### src/hdl/bffrs_pkg.sv
// Shared constants for the best-fit free-run search unit.
package bffrs_pkg;

    localparam int VAL_W             = 12;
    localparam int CMD_W             = 2;
    localparam int POS_W             = VAL_W + 1;
    localparam int IN_DATA_W         = 16;
    localparam int OUT_DATA_W        = 16;
    localparam int DEF_SLOTS         = 4096;
    localparam int DEF_WORD_BITS     = 64;

    localparam logic [CMD_W-1:0] CMD_INSERT = 2'd0;
    localparam logic [CMD_W-1:0] CMD_REMOVE = 2'd1;
    localparam logic [CMD_W-1:0] CMD_QUERY  = 2'd2;

endpackage

### src/hdl/best_fit_free_run_search_unit.sv
// Best-fit free-run search over a slot occupancy map (top level).
//
//  channel  | dir | fields
//  s_axis   | in  | tuser: cmd[1:0]; tdata: value[11:0]
//  m_axis   | out | tdata: run_start[12:0]
//
// Insert and remove pass a prep state; remove walks down the map words when the
// highest slot is removed. Query walks map words up to the highest occupied one
// and each occupied slot above zero (shared find-first-set, one map read port).
// A finished query stalls while the output register still holds a result.
// After reset a clearing pass writes every map word, with s_axis_tready low.
module best_fit_free_run_search_unit #(
    parameter int SLOTS     = bffrs_pkg::DEF_SLOTS,
    parameter int WORD_BITS = bffrs_pkg::DEF_WORD_BITS
) (
    input  logic                                clk,
    input  logic                                rst_n,
    input  logic                                s_axis_tvalid,
    output logic                                s_axis_tready,
    input  logic [bffrs_pkg::IN_DATA_W-1:0]     s_axis_tdata,   // value[11:0]
    input  logic [bffrs_pkg::CMD_W-1:0]         s_axis_tuser,   // cmd[1:0]
    output logic                                m_axis_tvalid,
    input  logic                                m_axis_tready,
    output logic [bffrs_pkg::OUT_DATA_W-1:0]    m_axis_tdata    // run_start[12:0]
);

    localparam int VAL_W     = bffrs_pkg::VAL_W;
    localparam int POS_W     = bffrs_pkg::POS_W;
    localparam int LIM       = (SLOTS < (1 << VAL_W)) ? SLOTS : (1 << VAL_W);
    localparam int MEM_WORDS = (LIM + WORD_BITS - 1) / WORD_BITS;
    localparam int AW        = (MEM_WORDS > 1) ? $clog2(MEM_WORDS) : 1;
    localparam int BW        = $clog2(WORD_BITS);
    localparam int SH        = VAL_W + BW;
    localparam int RW        = SH + 1;
    localparam int PROD_W    = VAL_W + RW;
    localparam int RECIP     = ((1 << SH) + WORD_BITS - 1) / WORD_BITS;

    localparam logic [3:0] S_CLEAR = 4'd0;
    localparam logic [3:0] S_IDLE  = 4'd1;
    localparam logic [3:0] S_PREP  = 4'd2;
    localparam logic [3:0] S_INS   = 4'd3;
    localparam logic [3:0] S_REM   = 4'd4;
    localparam logic [3:0] S_DOWN  = 4'd5;
    localparam logic [3:0] S_QLOAD = 4'd6;
    localparam logic [3:0] S_QSCAN = 4'd7;
    localparam logic [3:0] S_OUT   = 4'd8;

    logic [WORD_BITS-1:0] mem [MEM_WORDS];

    logic [3:0]           state_reg, state_next;
    logic [AW-1:0]        addr_reg, addr_next;
    logic [POS_W-1:0]     base_reg, base_next;
    logic [VAL_W-1:0]     pos_reg, pos_next;
    logic [BW-1:0]        bit_reg, bit_next;
    logic                 rem_reg, rem_next;
    logic [VAL_W-1:0]     k_reg, k_next;
    logic [POS_W-1:0]     prev_reg, prev_next;
    logic [POS_W-1:0]     best_len_reg, best_len_next;
    logic                 found_reg, found_next;
    logic [POS_W-1:0]     best_start_reg, best_start_next;
    logic [VAL_W-1:0]     highest_reg, highest_next;
    logic [WORD_BITS-1:0] work_reg, work_next;
    logic [WORD_BITS-1:0] rdata_reg;
    logic                 out_valid_reg, out_valid_next;
    logic [POS_W-1:0]     out_data_reg, out_data_next;

    logic                 we;
    logic [WORD_BITS-1:0] wdata;
    logic [VAL_W-1:0]     value;
    logic [PROD_W-1:0]    prod;
    logic [AW-1:0]        quot;
    logic                 in_range;
    logic [POS_W-1:0]     word_base;
    logic [WORD_BITS-1:0] bit_mask;
    logic [WORD_BITS-1:0] ffs_word;
    logic                 ffs_high;
    logic                 ffs_any;
    logic [BW-1:0]        ffs_idx;
    logic [POS_W-1:0]     hit_pos;
    logic [POS_W-1:0]     gap;
    logic                 last_word;
    logic [WORD_BITS-1:0] qword;
    logic [WORD_BITS-1:0] work_left;

    bffrs_ffs #(
        .WORD_BITS (WORD_BITS)
    ) u_ffs (
        .word (ffs_word),
        .high (ffs_high),
        .any  (ffs_any),
        .idx  (ffs_idx)
    );

    assign s_axis_tready = (state_reg == S_IDLE);
    assign m_axis_tvalid = out_valid_reg;
    assign m_axis_tdata  = bffrs_pkg::OUT_DATA_W'(out_data_reg);

    assign value     = s_axis_tdata[VAL_W-1:0];
    assign prod      = PROD_W'(value) * PROD_W'(RECIP);
    assign quot      = prod[SH +: AW];
    assign in_range  = ({20'd0, value} < 32'(SLOTS));
    assign word_base = POS_W'(addr_reg) * POS_W'(WORD_BITS);
    assign bit_mask  = WORD_BITS'(1) << bit_reg;
    assign hit_pos   = base_reg + POS_W'(ffs_idx);
    assign gap       = hit_pos - prev_reg - POS_W'(1);
    assign last_word = (base_reg + POS_W'(WORD_BITS)) > {1'b0, highest_reg};
    assign qword     = rdata_reg & ~((addr_reg == '0) ? WORD_BITS'(1) : '0);
    assign work_left = work_reg & ~(WORD_BITS'(1) << ffs_idx);

    always_comb
    begin
        ffs_high = 1'b1;
        ffs_word = rdata_reg;
        unique case (state_reg)
            S_REM:   ffs_word = rdata_reg & ~bit_mask;
            S_QSCAN:
            begin
                ffs_word = work_reg;
                ffs_high = 1'b0;
            end
            default: ffs_word = rdata_reg;
        endcase
    end

    always_comb
    begin
        state_next      = state_reg;
        addr_next       = addr_reg;
        base_next       = base_reg;
        pos_next        = pos_reg;
        bit_next        = bit_reg;
        rem_next        = rem_reg;
        k_next          = k_reg;
        prev_next       = prev_reg;
        best_len_next   = best_len_reg;
        found_next      = found_reg;
        best_start_next = best_start_reg;
        highest_next    = highest_reg;
        work_next       = work_reg;
        out_valid_next  = out_valid_reg & ~m_axis_tready;
        out_data_next   = out_data_reg;
        we              = 1'b0;
        wdata           = rdata_reg;

        unique case (state_reg)
            S_CLEAR:
            begin
                we    = 1'b1;
                wdata = (addr_reg == '0) ? WORD_BITS'(1) : '0;
                if (addr_reg == AW'(MEM_WORDS - 1))
                begin
                    addr_next  = '0;
                    state_next = S_IDLE;
                end
                else
                begin
                    addr_next = addr_reg + AW'(1);
                end
            end
            S_IDLE:
            begin
                if (s_axis_tvalid)
                begin
                    pos_next = value;
                    if (s_axis_tuser == bffrs_pkg::CMD_INSERT && in_range)
                    begin
                        addr_next  = quot;
                        rem_next   = 1'b0;
                        state_next = S_PREP;
                    end
                    else if (s_axis_tuser == bffrs_pkg::CMD_REMOVE && in_range
                             && value != '0)
                    begin
                        addr_next  = quot;
                        rem_next   = 1'b1;
                        state_next = S_PREP;
                    end
                    else if (s_axis_tuser == bffrs_pkg::CMD_QUERY)
                    begin
                        addr_next       = '0;
                        base_next       = '0;
                        k_next          = (value == '0) ? VAL_W'(1) : value;
                        prev_next       = '0;
                        found_next      = 1'b0;
                        best_len_next   = '0;
                        best_start_next = {1'b0, highest_reg} + POS_W'(1);
                        state_next      = S_QLOAD;
                    end
                end
            end
            S_PREP:
            begin
                base_next  = word_base;
                bit_next   = BW'({1'b0, pos_reg} - word_base);
                state_next = rem_reg ? S_REM : S_INS;
            end
            S_INS:
            begin
                we    = 1'b1;
                wdata = rdata_reg | bit_mask;
                if (pos_reg > highest_reg)
                begin
                    highest_next = pos_reg;
                end
                state_next = S_IDLE;
            end
            S_REM:
            begin
                state_next = S_IDLE;
                if ((rdata_reg & bit_mask) != '0)
                begin
                    we    = 1'b1;
                    wdata = rdata_reg & ~bit_mask;
                    if (pos_reg == highest_reg)
                    begin
                        if (ffs_any)
                        begin
                            highest_next = hit_pos[VAL_W-1:0];
                        end
                        else
                        begin
                            addr_next  = addr_reg - AW'(1);
                            base_next  = base_reg - POS_W'(WORD_BITS);
                            state_next = S_DOWN;
                        end
                    end
                end
            end
            S_DOWN:
            begin
                if (ffs_any)
                begin
                    highest_next = hit_pos[VAL_W-1:0];
                    state_next   = S_IDLE;
                end
                else
                begin
                    addr_next = addr_reg - AW'(1);
                    base_next = base_reg - POS_W'(WORD_BITS);
                end
            end
            S_QLOAD:
            begin
                if (qword != '0)
                begin
                    work_next  = qword;
                    state_next = S_QSCAN;
                end
                else if (last_word)
                begin
                    state_next = S_OUT;
                end
                else
                begin
                    addr_next = addr_reg + AW'(1);
                    base_next = base_reg + POS_W'(WORD_BITS);
                end
            end
            S_QSCAN:
            begin
                if (gap >= {1'b0, k_reg} && (!found_reg || gap < best_len_reg))
                begin
                    best_len_next   = gap;
                    best_start_next = prev_reg + POS_W'(1);
                    found_next      = 1'b1;
                end
                prev_next = hit_pos;
                work_next = work_left;
                if (work_left == '0)
                begin
                    if (last_word)
                    begin
                        state_next = S_OUT;
                    end
                    else
                    begin
                        addr_next  = addr_reg + AW'(1);
                        base_next  = base_reg + POS_W'(WORD_BITS);
                        state_next = S_QLOAD;
                    end
                end
            end
            S_OUT:
            begin
                if (!out_valid_reg || m_axis_tready)
                begin
                    out_valid_next = 1'b1;
                    out_data_next  = best_start_reg;
                    state_next     = S_IDLE;
                end
            end
            default:
            begin
                state_next = S_IDLE;
            end
        endcase
    end

    // map port: write at current word, read the word selected for next cycle
    always_ff @(posedge clk)
    begin
        if (we)
        begin
            mem[addr_reg] <= wdata;
        end
        rdata_reg <= mem[addr_next];
    end

    always_ff @(posedge clk or negedge rst_n)
    begin
        if (!rst_n)
        begin
            state_reg     <= S_CLEAR;
            addr_reg      <= '0;
            highest_reg   <= '0;
            out_valid_reg <= 1'b0;
        end
        else
        begin
            state_reg     <= state_next;
            addr_reg      <= addr_next;
            highest_reg   <= highest_next;
            out_valid_reg <= out_valid_next;
        end
    end

    always_ff @(posedge clk)
    begin
        base_reg       <= base_next;
        pos_reg        <= pos_next;
        bit_reg        <= bit_next;
        rem_reg        <= rem_next;
        k_reg          <= k_next;
        prev_reg       <= prev_next;
        best_len_reg   <= best_len_next;
        found_reg      <= found_next;
        best_start_reg <= best_start_next;
        work_reg       <= work_next;
        out_data_reg   <= out_data_next;
    end

endmodule

### src/hdl/bffrs_ffs.sv
// Find-first-set over one map word, lowest or highest set bit.
module bffrs_ffs #(
    parameter int WORD_BITS = bffrs_pkg::DEF_WORD_BITS
) (
    input  logic [WORD_BITS-1:0]         word,
    input  logic                         high,
    output logic                         any,
    output logic [$clog2(WORD_BITS)-1:0] idx
);

    localparam int BW = $clog2(WORD_BITS);

    logic [WORD_BITS-1:0] rev;
    logic [WORD_BITS-1:0] src;
    logic [WORD_BITS-1:0] iso;
    logic [BW-1:0]        enc;

    always_comb
    begin
        for (int i = 0; i < WORD_BITS; i++)
        begin
            rev[i] = word[WORD_BITS-1-i];
        end
        src = high ? rev : word;
        iso = src & (~src + WORD_BITS'(1));
        enc = '0;
        for (int i = 0; i < WORD_BITS; i++)
        begin
            if (iso[i])
            begin
                enc = enc | BW'(i);
            end
        end
        any = |word;
        idx = high ? (BW'(WORD_BITS - 1) - enc) : enc;
    end

endmodule
### config.mk
export PLATFORM = sky130hd
export DESIGN_NAME = best_fit_free_run_search_unit
export DESIGN_NICKNAME = d
export VERILOG_FILES = /design/src/hdl/bffrs_pkg.sv /design/src/hdl/best_fit_free_run_search_unit.sv /design/src/hdl/bffrs_ffs.sv
export SDC_FILE = /design/constraint.sdc
export NUM_CORES = 2
export LEC_CHECK = 0
export BUFFER_PORTS_ARGS = -buffer_cell sky130_fd_sc_hd__buf_2
export CAP_MARGIN = 20
export CELL_PAD_IN_SITES_DETAIL_PLACEMENT = 0
export CELL_PAD_IN_SITES_GLOBAL_PLACEMENT = 1
export CORE_MARGIN = 2
export CORE_UTILIZATION = 50
export CTS_BUF_LIST = sky130_fd_sc_hd__clkbuf_16
export DETAILED_ROUTE_END_ITERATION = 6
export PLACE_DENSITY = 0.7
export SLEW_MARGIN = 20
export SYNTH_ARGS = -nofsm -noshare
export SYNTH_HDL_FRONTEND = slang
export SYNTH_SLANG_ARGS = --single-unit
### constraint.sdc
create_clock -name clk -period 21.5 [get_ports clk]
set_input_delay 4.3 -clock clk [delete_from_list [all_inputs] [get_ports clk]]
set_output_delay 4.3 -clock clk [all_outputs]
set_load 0.005 [all_outputs]
==> results.sh <==
export IMPL_start_kind="register"
export IMPL_avgSynthCellArea_um2=14.7
export IMPL_io_pins=40
export IMPL_post_drt_wl_per_cell_um=35.0
export IMPL_setup_violations=0
export IMPL_grt_setup_unrepaired="false"
export IMPL_layout_nets=12500
export IMPL_worst_path_max_fanout=109
export IMPL_dr_pass1_iters=6
export IMPL_holdWs_ps=423
export IMPL_synth_area_leader_cell="edfxtp_1"
export IMPL_drtIter0Drc=15400
export IMPL_place_hpwl_um=357000
export IMPL_ys_async_sr_fraction=0.00530
export IMPL_worst_slew_pin_slew_ps=1240
export IMPL_grt_ovfl_total=0
export IMPL_max_freq_mhz=70.2
export IMPL_layout_min_cycle_time_ps=14250
export IMPL_final_period_utilization=0.663
export IMPL_grt_max_degree=145
export IMPL_cts_resized=0
export IMPL_htree_levels=5
export IMPL_cts_buffers=443
export IMPL_ys_warnings_count=0
export IMPL_synth_distinct_cells=116
export IMPL_placed_area_um2=188000
export IMPL_clock_skew_ps=64.1
export IMPL_post_cts_buffers=0
export IMPL_finalSetupTns_ps=0
export IMPL_worstPathArrival_ps=14990
export IMPL_synthTopCellsByArea="edfxtp_1, mux2i_1, nand2_1, nand3_1, clkbuf_1"
export IMPL_slew_viol_final=0
export IMPL_vias=114000
export IMPL_clock_path_buffers=4
export IMPL_clk_pin_slew_ps=60
export IMPL_largest_reg_flops=4096
export IMPL_core_area_um2=359000
export IMPL_vias_per_cell=6.51
export IMPL_die_area_um2=366000
export IMPL_drv_cap=0
export IMPL_syn_to_final_growth_pct=11.5
export IMPL_antenna_found_initial=31
export IMPL_portBuffers=32
export IMPL_synth_seq_cells=4338
export IMPL_fin_area_um2=202000
export IMPL_hold_viol_final=0
export IMPL_synth_edf_count=4251
export IMPL_hold_class="reg2reg"
export IMPL_grt_pass1_vias=109000
export IMPL_clock_sinks=4338
export IMPL_wl_um=615000
export IMPL_cp_top_family="simple AND/OR/NAND/NOR gates"
export IMPL_fp_dieW_um=605
export IMPL_rows=220
export IMPL_drc=0
export IMPL_worst_path_buf_inv=8
export IMPL_grtUsageTotal=0.331
export IMPL_worst_ep_required_time_ps=22240
export IMPL_relSlewSlack=0.170
export IMPL_cp_common_cell="buf_4"
export IMPL_yosysTopAreaCellShare=0.706
export IMPL_clk_latency_ps=990
export IMPL_outcome="finished, final reports clean"
export IMPL_grt_pass1_wl_um=847000
export IMPL_synth_area_um2=181000
export IMPL_cts_root_buf="clkbuf_16"
export IMPL_synth_cells=12300
export IMPL_start_util=0.503
export IMPL_synthFlopType="edfxtp_1"
export IMPL_drive_gt1_frac=0.104
export IMPL_cts_hold_buf=0
export IMPL_cp_end_kind="register"
export IMPL_globalplace_congestion=0.963
export IMPL_drtAntennaViolNets=0
export IMPL_cpMaxStageDelayCell="o311ai_1"
export IMPL_synth_yosys_seq_area_share=0.716
export IMPL_crit_type="reg2reg"
export IMPL_die_h_um=605
export IMPL_cts_tree="done"
export IMPL_critical_path_max_stage_delay_ps=990
routing by layer:
| metal | vias up | routed length, um | global-route usage | part of all wire |
|---|---|---|---|---|
| met2 | 6157 | 281000 | 0.514 | 0.46 |
| met5 | - | 69 | 0 | 0.00011 |
| li1 | 47900 | - | - | - |
| met3 | 1333 | 56700 | 0.0524 | 0.092 |
| met1 | 58900 | 246000 | 0.461 | 0.40 |
| met4 | 10 | 32100 | 0.150 | 0.052 |
logic make-up after synthesis:
logic type	after synthesis	synth area share
AO/OA/AOI/OAI	1609	0.0638
XOR/XNOR	41	0.00199
adder cells (fa/ha/maj)	59	0.00411
buffers and inverters	895	0.0229
flip-flops	4338	0.716
multiplexers	1827	0.101
other	1	0.0000207
AND/OR/NAND/NOR	3539	0.0896
final timing paths:
kind	start	endpoint	slack [ps]	cells after the start
max	state_reg[3]$_DFFE_PN0P_	rdata_reg[46]$_DFF_P_	7250	29
min	best_start_reg[2]$_DFFE_PP_	out_data_reg[2]$_DFFE_PP_	420	0
max reg2reg	state_reg[3]$_DFFE_PN0P_	rdata_reg[46]$_DFF_P_	7250	29
min reg2reg	best_start_reg[2]$_DFFE_PP_	out_data_reg[2]$_DFFE_PP_	420	0
max in group asynchronous	rst_n	addr_reg[5]$_DFF_PN0_	17360	1
min in group asynchronous	rst_n	m_axis_tvalid$_DFF_PN0_	3500	1
layout by cell type, fill, tap and decap left out, types with 78 or more instances in the layout:
| cell | netlist | final |
|---|---|---|
| o21ai_0 | 192 | 189 |
| a21oi_1 | 216 | 216 |
| a32oi_1 | 89 | 89 |
| clkinv_1 | 2 | 125 |
| mux2i_1 | 1794 | 1794 |
| o221ai_1 | 110 | 110 |
| a311oi_1 | 94 | 87 |
| a211oi_1 | 109 | 84 |
| nand4_1 | 91 | 91 |
| nor3_1 | 134 | 108 |
| inv_1 | 91 | 202 |
| clkbuf_16 | 0 | 448 |
| nand2_1 | 1840 | 1827 |
| nor2_1 | 273 | 197 |
| clkinv_2 | 0 | 78 |
| edfxtp_1 | 4251 | 4251 |
| nand3_1 | 793 | 793 |
| buf_4 | 40 | 394 |
| a31oi_1 | 164 | 164 |
| o22ai_1 | 107 | 106 |
| nor4_1 | 86 | 82 |
synthesized netlist by cell type, types with 32 or more instances:
| library cell | instances |
|---|---|
| a211oi_1 | 109 |
| a21oi_1 | 216 |
| a22oi_1 | 59 |
| a311oi_1 | 94 |
| a31oi_1 | 164 |
| a32oi_1 | 89 |
| and2_1 | 43 |
| and3_1 | 45 |
| buf_1 | 51 |
| buf_2 | 270 |
| buf_4 | 40 |
| buf_6 | 40 |
| clkbuf_1 | 395 |
| dfxtp_1 | 64 |
| edfxtp_1 | 4251 |
| ha_1 | 57 |
| inv_1 | 91 |
| mux2_2 | 32 |
| mux2i_1 | 1794 |
| nand2_1 | 1840 |
| nand3_1 | 793 |
| nand4_1 | 91 |
| nor2_1 | 273 |
| nor3_1 | 134 |
| nor4_1 | 86 |
| o211ai_1 | 69 |
| o21ai_0 | 192 |
| o221ai_1 | 110 |
| o22ai_1 | 107 |
| o31a_1 | 62 |
| o31ai_1 | 35 |
| or4_1 | 49 |
per-stage QoR:
| step | setup WS (ps) | utilization | std cells |
|---|---|---|---|
| 2_1_floorplan | 11490 | - | 12300 |
| 3_3_place_gp | 7590 | 0.523 | 16700 |
| 3_5_place_dp | 7580 | 0.523 | 16700 |
| 4_1_cts | 7520 | 0.561 | 17600 |
| 5_1_grt | 6530 | 0.561 | 17600 |
| 6_report | 7250 | 0.561 | 17600 |
layout make-up:
class | instances | area (um2)
multi-input combinational | 7078 | 48500
clock inverter | 366 | 2270
inverter | 99 | 404
clock buffer | 448 | 11200
antenna | 7 | 17.5
tap | 4773 | 5970
sequential | 4338 | 130000
fill | 28500 | 158000
timing repair buffer | 459 | 3780
worst reg2reg max path: cells and delay by family (launching register included):
family	cells	cell delay, ps
compound gates	8	3440
simple gates	11	4620
mux	2	590
flops	1	680
buf+inv	8	4720
Power is left out: the tool's default activity adds up to more than one toggle a clock period on the data nets, which glitch-free logic cannot reach.
